## config.mk

```make
export PLATFORM = sky130hd
export DESIGN_NAME = met_fifo
export DESIGN_NICKNAME = d
export VERILOG_FILES = /design/src/rtl/mandelbrot_escape_time_assert.svh /design/src/rtl/met_pkg.sv /design/src/rtl/met_fifo.sv
export SDC_FILE = /design/constraint.sdc
export NUM_CORES = 1
export LEC_CHECK = 0
export BUFFER_PORTS_ARGS = -buffer_cell sky130_fd_sc_hd__buf_2
export CORE_MARGIN = 10
export CORE_UTILIZATION = 45
export DETAILED_ROUTE_END_ITERATION = 10
export PLACE_DENSITY = 0.74
export SLEW_MARGIN = 0
export SYNTH_ARGS = -nofsm -noshare
export SYNTH_HDL_FRONTEND = slang
export SYNTH_SLANG_ARGS = --single-unit
```

## constraint.sdc

```tcl
create_clock -name clk -period 12.8 [get_ports clk]
set_input_delay 0.64 -clock clk [delete_from_list [all_inputs] [get_ports clk]]
set_output_delay 0.64 -clock clk [all_outputs]
set_load 0.01 [all_outputs]
```

## src/rtl/mandelbrot_escape_time_assert.svh

```systemverilog
// ----------------------------------------------------------------------------
// mandelbrot_escape_time_assert.svh
// assertion macros shared by the escape time block
// ----------------------------------------------------------------------------
`ifndef MANDELBROT_ESCAPE_TIME_ASSERT_SVH
`define MANDELBROT_ESCAPE_TIME_ASSERT_SVH

// same cycle implication, checked outside reset
`define MET_ASSERT_IMPL(label, ante, cons) \
  label: assert property (@(posedge clk) disable iff (!rst_n) (ante) |-> (cons)) \
    else $error("escape time assertion failed");

// next cycle implication, checked outside reset
`define MET_ASSERT_NEXT(label, ante, cons) \
  label: assert property (@(posedge clk) disable iff (!rst_n) (ante) |=> (cons)) \
    else $error("escape time assertion failed");

`endif

```

## src/rtl/met_pkg.sv

```systemverilog
// ----------------------------------------------------------------------------
// met_pkg
// types, constants and fixed point helpers of the escape time block
// ----------------------------------------------------------------------------
`default_nettype none

package met_pkg;

  localparam int WIDTH_PX_DEF   = 1024;
  localparam int HEIGHT_PX_DEF  = 1024;
  localparam int ITER_LIMIT_DEF = 1024;

  localparam int FRAC_BITS   = 28;
  localparam int JOB_Q_DEPTH = 2;

  localparam logic signed [31:0] Q_MAX = 32'sh7FFF_FFFF;
  localparam logic signed [31:0] Q_MIN = 32'sh8000_0000;

  // configuration register indexes
  localparam logic [2:0] CFG_ORIGIN_RE  = 3'd0;
  localparam logic [2:0] CFG_ORIGIN_IM  = 3'd1;
  localparam logic [2:0] CFG_ZOOM_SCALE = 3'd2;
  localparam logic [2:0] CFG_STEP_X     = 3'd3;
  localparam logic [2:0] CFG_STEP_Y     = 3'd4;
  localparam logic [2:0] CFG_ESC_RAD_SQ = 3'd5;
  localparam logic [2:0] CFG_MAX_ITER   = 3'd6;

  typedef struct packed {
    logic [9:0] column;
    logic [9:0] row;
  } met_in_t;

  typedef struct packed {
    logic [19:0] pixel_index;
    logic [10:0] iterations;
    logic        inside_set;
  } met_out_t;

  typedef struct packed {
    logic signed [31:0] origin_re;
    logic signed [31:0] origin_im;
    logic [30:0]        zoom_scale;
    logic [30:0]        step_x;
    logic [30:0]        step_y;
    logic [30:0]        escape_radius_sq;
    logic [10:0]        cap;
  } met_cfg_t;

  typedef struct packed {
    logic [19:0]        pixel_index;
    logic signed [31:0] re;
    logic signed [31:0] im;
  } met_job_t;

  typedef enum logic [2:0] {
    F_IDLE,
    F_MUL1,
    F_OFFS,
    F_MUL2,
    F_PUSH
  } front_state_t;

  typedef enum logic [2:0] {
    B_IDLE,
    B_MUL,
    B_SAT,
    B_UPD,
    B_DONE
  } back_state_t;

  function automatic logic signed [31:0] sat_q(input logic signed [63:0] v);
    logic [32:0] upper;
    upper = v[63:31];
    if ((&upper) || !(|upper)) begin
      return v[31:0];
    end
    return v[63] ? Q_MIN : Q_MAX;
  endfunction

  // full product back to q4.28, floor rounding, saturated
  function automatic logic signed [31:0] q_shift_sat(input logic signed [63:0] p);
    logic signed [63:0] s;
    s = p >>> FRAC_BITS;
    return sat_q(s);
  endfunction

  function automatic logic signed [31:0] add_sat(input logic signed [31:0] a,
                                                 input logic signed [31:0] b);
    logic signed [32:0] s;
    s = {a[31], a} + {b[31], b};
    if (s[32] != s[31]) begin
      return s[32] ? Q_MIN : Q_MAX;
    end
    return s[31:0];
  endfunction

  function automatic logic signed [31:0] sub_sat(input logic signed [31:0] a,
                                                 input logic signed [31:0] b);
    logic signed [32:0] s;
    s = {a[31], a} - {b[31], b};
    if (s[32] != s[31]) begin
      return s[32] ? Q_MIN : Q_MAX;
    end
    return s[31:0];
  endfunction

endpackage

`default_nettype wire

```

## src/rtl/met_fifo.sv

```systemverilog
// ----------------------------------------------------------------------------
// met_fifo
// short job queue between the mapping front and the iteration back
// ----------------------------------------------------------------------------
`default_nettype none

module met_fifo (
  input  wire logic              clk,
  input  wire logic              rst_n,
  input  wire logic              push,
  output logic                   full,
  input  wire met_pkg::met_job_t wdata,
  input  wire logic              pop,
  output logic                   empty,
  output met_pkg::met_job_t      rdata
);
  import met_pkg::*;

  localparam int AW = (JOB_Q_DEPTH > 1) ? $clog2(JOB_Q_DEPTH) : 1;
  localparam int CW = $clog2(JOB_Q_DEPTH + 1);

  met_job_t        slot_r [JOB_Q_DEPTH];
  logic [AW-1:0]   wr_ptr_r, rd_ptr_r;
  logic [CW-1:0]   count_r;
  logic            do_push, do_pop;

  assign full    = (count_r == CW'(JOB_Q_DEPTH));
  assign empty   = (count_r == '0);
  assign do_push = push && !full;
  assign do_pop  = pop && !empty;
  assign rdata   = slot_r[rd_ptr_r];

  function automatic logic [AW-1:0] bump(input logic [AW-1:0] p);
    if (p == AW'(JOB_Q_DEPTH - 1)) begin
      return '0;
    end
    return p + 1'b1;
  endfunction

  always_ff @(posedge clk) begin
    if (!rst_n) begin
      wr_ptr_r <= '0;
      rd_ptr_r <= '0;
      count_r  <= '0;
    end else begin
      if (do_push) wr_ptr_r <= bump(wr_ptr_r);
      if (do_pop)  rd_ptr_r <= bump(rd_ptr_r);
      if (do_push && !do_pop) begin
        count_r <= count_r + 1'b1;
      end else if (do_pop && !do_push) begin
        count_r <= count_r - 1'b1;
      end
    end
  end

  always_ff @(posedge clk) begin
    if (do_push) slot_r[wr_ptr_r] <= wdata;
  end

endmodule

`default_nettype wire

```

==> run metrics, run 1 <==
RSZ-0062 raised after global routing no; met1 Use GR 13.5%; worst-path fanout max 84; clk_skew roughly 7.2 ps; Clk pin slew, worst setup/hold paths 60 ps; register area share after synthesis approximately four fifths; Gate power share between 10% and 20%; dominant cell type by area after synthesis edfxtp_1; clk sink count between 150 and 200; Final Hold Viols 0; Die X 138 microns; initial antenna violation count 3; Hold Crit Class in -> reg; DRT Wirelength 12,000 microns; fin crit period 2750 ps; die area 19,200 sq um; crit end category output port; iteration-0 DRC count of the detailed router 156; GR Util All Layers about an eighth; leading post-synthesis cells by cell area edfxtp_1, mux2_1, mux2_2, dfxtp_1, buf_6; top-area cell type share of the netlist area 80.0%; antenna violation net count after detailed routing 0; multi-input logic area 1080 sq um; GRT overflow 0; Crit path required time about 12,000 ps; boundary pin count 174; Slew @ Worst Pin roughly 1100 ps; row count between 40 and 50; clock root buffer clkbuf_16; initial core utilization 45.6%; Synth Area in Compound Gates 0.516%; Post-synth EDFFs approximately 170; switch share a little over a quarter; Cell Chain, Critical Path mux2_1, buf_2; Slew Limit Headroom 23.5%; xor and xnor area share after synthesis less than 1%; CTS max path bufs 2; critical setup path kind reg -> out; dominant synthesized flop cell edfxtp_1; post-CTS sizing 0; Yosys warnings 0; met3 usage 5.96%; fin cells between 600 and 700; multiplexer share of the synthesized area 15.0%; drt first pass iters 4; Synth Area per Inst 22.1 sq um; cts bufs inserted 17; Synth Area in Simple Gates 0.872%; Tot Pwr roughly 1.6 mW; global-route wire length before repair between 15,000 and 20,000 microns; Post-Synthesis Cell Area between 6000 and 7000 sq um; WL/cell between 15 and 20 microns; via count ~3,200; Leakage between 2 and 3 nW; worst hold slack around 400 ps; Clk Latency, worst-skew pair roughly 420 ps; PwrDens 203 nW/um^2; Startpoint Class flip-flop; hold buffer count at CTS 0; Synth Net Count between 300 and 400; final number of max-transition violations 0; Post-Synth Adder-Cell Area 0.198%; vias in the first global route about 3,700; max_cap viols 0; CP max stage delay 1080 ps; postcts setup bufs 0; CP max-delay cell dfxtp_4; Netlist cell types 23; largest net degree at the start of global routing 86; core area 13,800 sq um; cell family with most CP delay flip-flops; register area 5150 sq um; Post-Synthesis Cells ~290; period utilization 21.5%; TritonCTS clock tree done; DIE HEIGHT about 140 microns; post-DR vias/cell 4.85; largest family of logic cells by synthesized area multiplexers; clock group share of total power 32.8%; port bufs 173; Area Growth Syn to Fin 26.4%; #FFs+latches synth 173; f_max 363 MHz; WP buf/inv 1; Setup Viol. Count Final 0; Setup TNS 0 ps; H-Tree Depth 4; dpl hpwl 8150 microns; net switching power figure 0.426 mW; sequential power share 47.5%; fill cell count about 1,100; status completed; layout cells sized above 1 roughly 48%; final net count 560; internal power 1.19 mW; met2 Use GR 21.0%; gpl congestion 0.707; placed cells 632; worst-case vdd ir drop 115 uV; crit path DAT about 2100 ps; grt peak-use layer met2; ys async rst share 0%; drc violations 0
==> worst register-to-register path: cells and delay by family, from the launching register on <==
family	cells	cell delay (ps)
buffers and inverters	1	620
and+or+nand+nor	2	760
DFF	1	430
==> flip-flops by register name, summed over array words and instances (netlist names), named ones only <==
signal	cells
rd_ptr_r	1
slot_r	168
count_r	2
wr_ptr_r	1
==> cell type report <==
| cell class | instances | share of cell area (%) |
|---|---|---|
| Antenna cell | 3 | 0.0942 |
| Clock buffer | 17 | 5.34 |
| Clock inverter | 15 | 2.43 |
| Inverter | 2 | 0.0942 |
| Multi-Input combinational cell | 102 | 13.6 |
| Sequential cell | 173 | 64.6 |
| Tap cell | 180 | 2.82 |
| Timing Repair Buffer | 175 | 11.0 |
==> power groups by stage <==
stage | registers (mW) | clock network [mW] | logic, mW
6_report | 0.768 | 0.531 | 0.319
2_1_floorplan | 0.743 | 0 | 0.233
3_3_place_gp | 0.778 | 0 | 0.324
5_1_grt | 0.780 | 0.570 | 0.350
3_5_place_dp | 0.783 | 0 | 0.328
4_1_cts | 0.772 | 0.542 | 0.330
==> kinds of logic after synthesis <==
kind of cell / count (synthesis)
multiplexers: 84
AND/OR/NAND/NOR: 9
buffers and inverters: 11
flip-flops: 173
adder cells (fa/ha/maj): 1
AO/OA/AOI/OAI: 5
XOR/XNOR: 3
==> routing by layer <==
| layer | vias to the layer above | part of all wire [%] |
|---|---|---|
| met5 | - | 0 |
| met4 | 0 | 2.2 |
| met3 | 21 | 8.9 |
| met2 | 122 | 51 |
| met1 | 1586 | 38 |
| li1 | 1507 | - |
==> synth_stat cells (2+ instances only) <==
cell type / instances
dfxtp_1: 5
mux2_2: 24
buf_6: 6
xnor2_1: 2
nor2_1: 2
and2_1: 3
buf_2: 2
edfxtp_1: 168
mux2_1: 60
==> stage by stage <==
| step | setup slack (ps) | utilization [%] | instance area [sq um] |
|---|---|---|---|
| 6_report | 10050 | 57.7 | 7970 |
| 3_5_place_dp | 10410 | 53.1 | 7350 |
| 3_3_place_gp | 10430 | 53.1 | 7350 |
| 5_1_grt | 9880 | 57.6 | 7970 |
| 2_1_floorplan | 8300 | - | 6310 |
| 4_1_cts | 9960 | 57.6 | 7970 |
==> cells in the final DEF, fill, tap and decap left out, drive strengths merged <==
cell type	Yosys	final
buf	9	175
xor2	1	1
a21boi	2	2
diode	0	3
and2	3	3
mux2	84	84
ha	1	1
o21a	1	1
and3	1	1
edfxtp	168	168
clkinv	0	4
or3	1	1
clkinvlp	0	4
nand2b	1	1
nor3	1	1
clkbuf	0	17
nor2	2	2
xnor2	2	2
bufinv	0	4
o21ai	2	2
dfxtp	5	5
inv	2	5
==> final timing paths <==
| kind | from | endpoint | slack (ps) | cells after the start |
|---|---|---|---|---|
| setup / recovery | flip-flop | rdata[49] | 10050 | 2 |
| hold / removal | wdata[75] | slot_r[1][75]$_DFFE_PP_ | 400 | 1 |
| setup reg to reg | count_r[0]$_SDFFE_PN0P_ | slot_r[1][24]$_DFFE_PP_ | 10590 | 3 |
| hold reg to reg | count_r[1]$_SDFFE_PN0P_ | count_r[1]$_SDFFE_PN0P_ | 570 | 2 |
(Power assumes the default switching activity.)
==> run 2: changes to the inputs <==
==> constraint.sdc (replaced) <==
create_clock -name clk -period 2.9 [get_ports clk]
set_input_delay 0.145 -clock clk [delete_from_list [all_inputs] [get_ports clk]]
set_output_delay 0.145 -clock clk [all_outputs]
set_load 0.01 [all_outputs]
==> run metrics, run 2 (same netlist as run 1, synthesis figures left out) <==
status completed; Clk Latency, worst-skew pair 430 ps; GR Util All Layers 13.9%; Area Growth Syn to Fin 40.6%; fin cells 752; post-CTS sizing 0; core area roughly 14,000 sq um; Final Hold Viols 0; commonest non-fill, non-tap cell in the layout buf_2; Cell Chain, Critical Path buf_12, mux2_2, buf_2; antenna violation net count after detailed routing 0; placed cells 634; GRT overflow 0; cell family with most CP delay flip-flops; iteration-0 DRC count of the detailed router 177; gpl congestion 0.734; die area 19,200 sq um; register area 5150 sq um; worst setup path endpoint rdata[75]; Startpoint Class flip-flop; most frequent cells in the layout buf_2, edfxtp_1, dlygate4sd3_1; cts bufs inserted 17; vias in the first global route roughly 4,000; largest net degree at the start of global routing 48; PwrDens 813 nW/um^2; CTS max path bufs 2; max_cap viols 0; DIE HEIGHT roughly 140 microns; CP max stage delay 700 ps; f_max 463 MHz; sequential power share 45.9%; post-DR vias/cell about 4.8; Slew @ Worst Pin just under 700 ps; switch share 27.0%; multi-input logic area 1090 sq um; period utilization 74.5%; fill cell count 949; clk sink count 173; WP buf/inv 2; worst r2r path cells 3; worst-path fanout max 45; Crit path required time 2760 ps; crit path DAT between 2000 and 2500 ps; Clk pin slew, worst setup/hold paths 70 ps; global-route wire length before repair 20,700 microns; Setup TNS 0 ps; H-Tree Depth 4; clock root buffer clkbuf_16; clk_skew 12.1 ps; CP max-delay cell dfxtp_4; net switching power figure approximately 2 mW; dpl hpwl 8600 microns; Hold Crit Class in -> reg; initial core utilization 45.6%; initial antenna violation count 1; Crit Reg-Reg Endpoint slot_r[1][8]$_DFFE_PP_; max FFs per register 168; final number of max-transition violations 0; reg2reg start count_r[0]$_SDFFE_PN0P_; drt first pass iters 4; port bufs roughly 170; Leakage about 3.4 nW; WL/cell 18.0 microns; R2R setup slack 1070 ps; critical setup path kind reg -> out; RSZ-0062 raised after global routing no; Setup Viol. Count Final 0; fin crit period 2160 ps; Slew Limit Headroom between 50% and 60%; DRT Wirelength 13,500 microns; TritonCTS clock tree done; Die X 138 microns; final net count 647; boundary pin count between 150 and 200; row count 43; via count about 3,600; layout cells sized above 1 approximately two fifths; Crit. path cell count 3; Biggest register slot_r; top flop regs slot_r: 168 flops, count_r: 2 flops; internal power 5.26 mW; drc violations 0; worst-case vdd ir drop 603 uV; Gate power share a little under a quarter; crit end category output port; clock group share of total power 30.6%
## run 2: through the flow
step                area, sq um  hold WS (ps)  utilization (%)  worst slack [ps]  total power [mW]
global placement           7420           332             53.7              1130              4.93
detailed placement         7420           336             53.7              1070              4.99
global route               8870           122             64.1               635              7.54
floorplan                  6330           244                -              -121              4.31
finish                     8870           121             64.1               738              7.21
CTS                        8870          89.6             64.1               689              7.29
## run 2: cell type report
cell class | count | share of cell area (%)
diodes | 1 | 0.0282
multi-input cells | 102 | 12.3
well taps | 180 | 2.54
clock inverters | 13 | 1.59
flip-flops and latches | 173 | 58.1
inverters | 2 | 0.113
clock buffers | 19 | 5.11
repair buffers | 262 | 20.3
## run 2: routing by layer
layer | global-route usage (%) | routed length, microns | vias to the layer above
met2 | 24.2 | 7190 | 119
met5 | 0 | 0 | -
met4 | 6.71 | 316 | 0
li1 | - | - | 1678
met1 | 14.0 | 5070 | 1755
met3 | 5.92 | 976 | 23
## run 2: power groups by stage
stage	clock (mW)	combinational, mW	sequential [mW]
finish	2.21	1.69	3.31
detailed placement	0	1.62	3.36
floorplan	0	1.05	3.27
global route	2.37	1.83	3.34
CTS	2.26	1.72	3.31
global placement	0	1.59	3.34
## run 2: worst reg2reg max path: cells and delay by family (launching register included)
family	cells	cell delay (ps)
buffers and inverters	1	360
AND/OR/NAND/NOR	2	730
flip-flops	1	390
## run 2: worst min-delay path by stage
stage | startpoint | to | slack, ps | cells past startpoint
after floorplan | wdata[0] | slot_r[0][0]$_DFFE_PP_ | 240 | 0
after global placement | wdata[77] | slot_r[0][77]$_DFFE_PP_ | 330 | 1
after detailed placement | wdata[41] | slot_r[0][41]$_DFFE_PP_ | 340 | 1
after CTS | push | wr_ptr_r$_SDFFE_PN0P_ | 90 | 3
after global routing | push | wr_ptr_r$_SDFFE_PN0P_ | 120 | 3
final | push | wr_ptr_r$_SDFFE_PN0P_ | 120 | 3
## run 2: timing repair
action,in CTS,in global routing
endpoints found under the hold margin,173,0
hold buffers,85,0
setup buffers,0,0
==> run 3: changes to the inputs <==
==> constraint.sdc (replaced) <==
create_clock -name clk -period 2.1 [get_ports clk]
set_input_delay 0.105 -clock clk [delete_from_list [all_inputs] [get_ports clk]]
set_output_delay 0.105 -clock clk [all_outputs]
set_load 0.01 [all_outputs]
==> run metrics, run 3 (same netlist as run 1, synthesis figures left out) <==
row count 43; Setup WS pre-CTS 575 ps; clk_skew around 7.4 ps; dpl hpwl 8290 microns; Hold Crit Class in -> reg; worst-case vdd ir drop 753 uV; boundary pin count between 150 and 200; Slew @ Worst Pin 480 ps; CP max-delay cell buf_4; DRT Wirelength between 10,000 and 15,000 microns; Clk pin slew, worst setup/hold paths 60 ps; fin crit period 1850 ps; Setup TNS 0 ps; TritonCTS clock tree done; multi-input logic area 1090 sq um; register area roughly 5000 sq um; vias in the first global route 4,038; final net count 648; H-Tree Depth 4; diode count 0; met1 Use GR roughly 14%; Area Growth Syn to Fin 41.6%; GRT overflow 0; initial antenna violation count 0; met3 usage 5.75%; Startpoint Class flip-flop; Biggest register slot_r; drt first pass iters 4; worst-path fanout max 35; core area 13,800 sq um; iteration-0 DRC count of the detailed router 189; Die X 138 microns; max_cap viols 0; DIE HEIGHT 138 microns; crit end category output port; top flop regs slot_r: 168 flops, count_r: 2 flops; post-DR vias/cell roughly 4.7; DP Area 7430 sq um; Final WS setup between 200 and 300 ps; clock root buffer clkbuf_16; final instance area between 8000 and 9000 sq um; Slew Limit Headroom approximately two thirds; Final Hold Viols 0; Cell Chain, Critical Path buf_4, mux2_1, buf_2; met2 Use GR 23.7%; Leakage 3.38 nW; worst hold slack 97.7 ps; Setup Viol. Count Final 0; commonest non-fill, non-tap cell in the layout buf_2; GR Util All Layers 13.7%; period utilization 88.0%; CP max stage delay 400 ps; RSZ-0062 raised after global routing no; drc violations 0; post-CTS sizing 0; gpl congestion 0.746; Crit path required time 2000 ps; fill cell count 930; grt peak-use layer met2; clk sink count 173; crit path DAT around 1700 ps; Clk Latency, worst-skew pair 420 ps; via count between 3,000 and 4,000; CTS max path bufs 2; most frequent cells in the layout buf_2, edfxtp_1, dlygate4sd3_1; die area 19,200 sq um; layout cells sized above 1 approximately two fifths; port bufs 173; cts bufs inserted 17; final number of max-transition violations 0; largest net degree at the start of global routing 85; Finished Core Util between 60% and 70%; initial core utilization 45.6%; antenna violation net count after detailed routing 0; WL/cell 17.6 microns; max FFs per register 168; postcts setup bufs 0; PwrDens 1160 nW/um^2; critical setup path kind reg -> out; global-route wire length before repair 21,000 microns; status completed; f_max ~540 MHz
[run 3: cell types whose count changed in the layout (fill, tap and decap cells not counted)]
| cell | before | now |
|---|---|---|
| buf_4 | 0 | 1 |
| bufinv_16 | 2 | 6 |
| clkbuf_1 | 0 | 2 |
| clkbuf_8 | 2 | 0 |
| clkinv_1 | 0 | 4 |
| clkinv_2 | 3 | 0 |
| clkinv_4 | 4 | 0 |
| clkinvlp_4 | 3 | 2 |
| diode_2 | 1 | 0 |
[run 3: repair_timing]
item / CTS / global route
hold buffers: 85 / 0
endpoints found under the hold margin: 173 / 0
setup endpoints to repair: 0 / 0
[run 3: layer usage]
layer	routed length, microns	vias up	part of all wire, %
met5	0	-	0
met4	197	0	1.5
met3	1160	18	8.8
met2	7000	122	53
met1	4880	1713	37
li1	-	1683	-
[run 3: metrics by stage]
stage               total power [mW]  instances
floorplan                       5.96        286
global placement                6.82        635
detailed placement              6.89        635
CTS                             10.4        752
global route                    10.8        752
finish                          10.3        752
[run 3: final cells by class]
cell class | instances | share of cell area (%)
well taps | 180 | 2.52
multi-input cells | 102 | 12.2
flip-flops and latches | 173 | 57.7
inverters | 2 | 0.112
repair buffers | 263 | 20.2
clock buffers | 19 | 4.85
clock inverters | 13 | 2.45
[run 3: worst paths after layout]
| kind | startpoint | depth (start not counted) | endpoint | slack (ps) |
|---|---|---|---|---|
| setup / recovery | flip-flop | 3 | rdata[7] | 250 |
| hold / removal | push | 3 | wr_ptr_r$_SDFFE_PN0P_ | 100 |
| hold reg to reg | rd_ptr_r$_SDFFE_PN0P_ | 2 | flip-flop | 580 |
| setup reg to reg | count_r[0]$_SDFFE_PN0P_ | 3 | slot_r[1][68]$_DFFE_PP_ | 560 |
[run 3: critical path, delay by kind of cell, from the launching register on]
family / cells / cell delay (ps)
buffers and inverters: 2 / 560
muxes: 1 / 400
DFF: 1 / 350
[run 3: power by group]
part           internal (mW)  switching, mW
combinational           1.12           1.32
clock                   2.22           1.20
sequential              4.34          0.121
total                   7.68           2.64
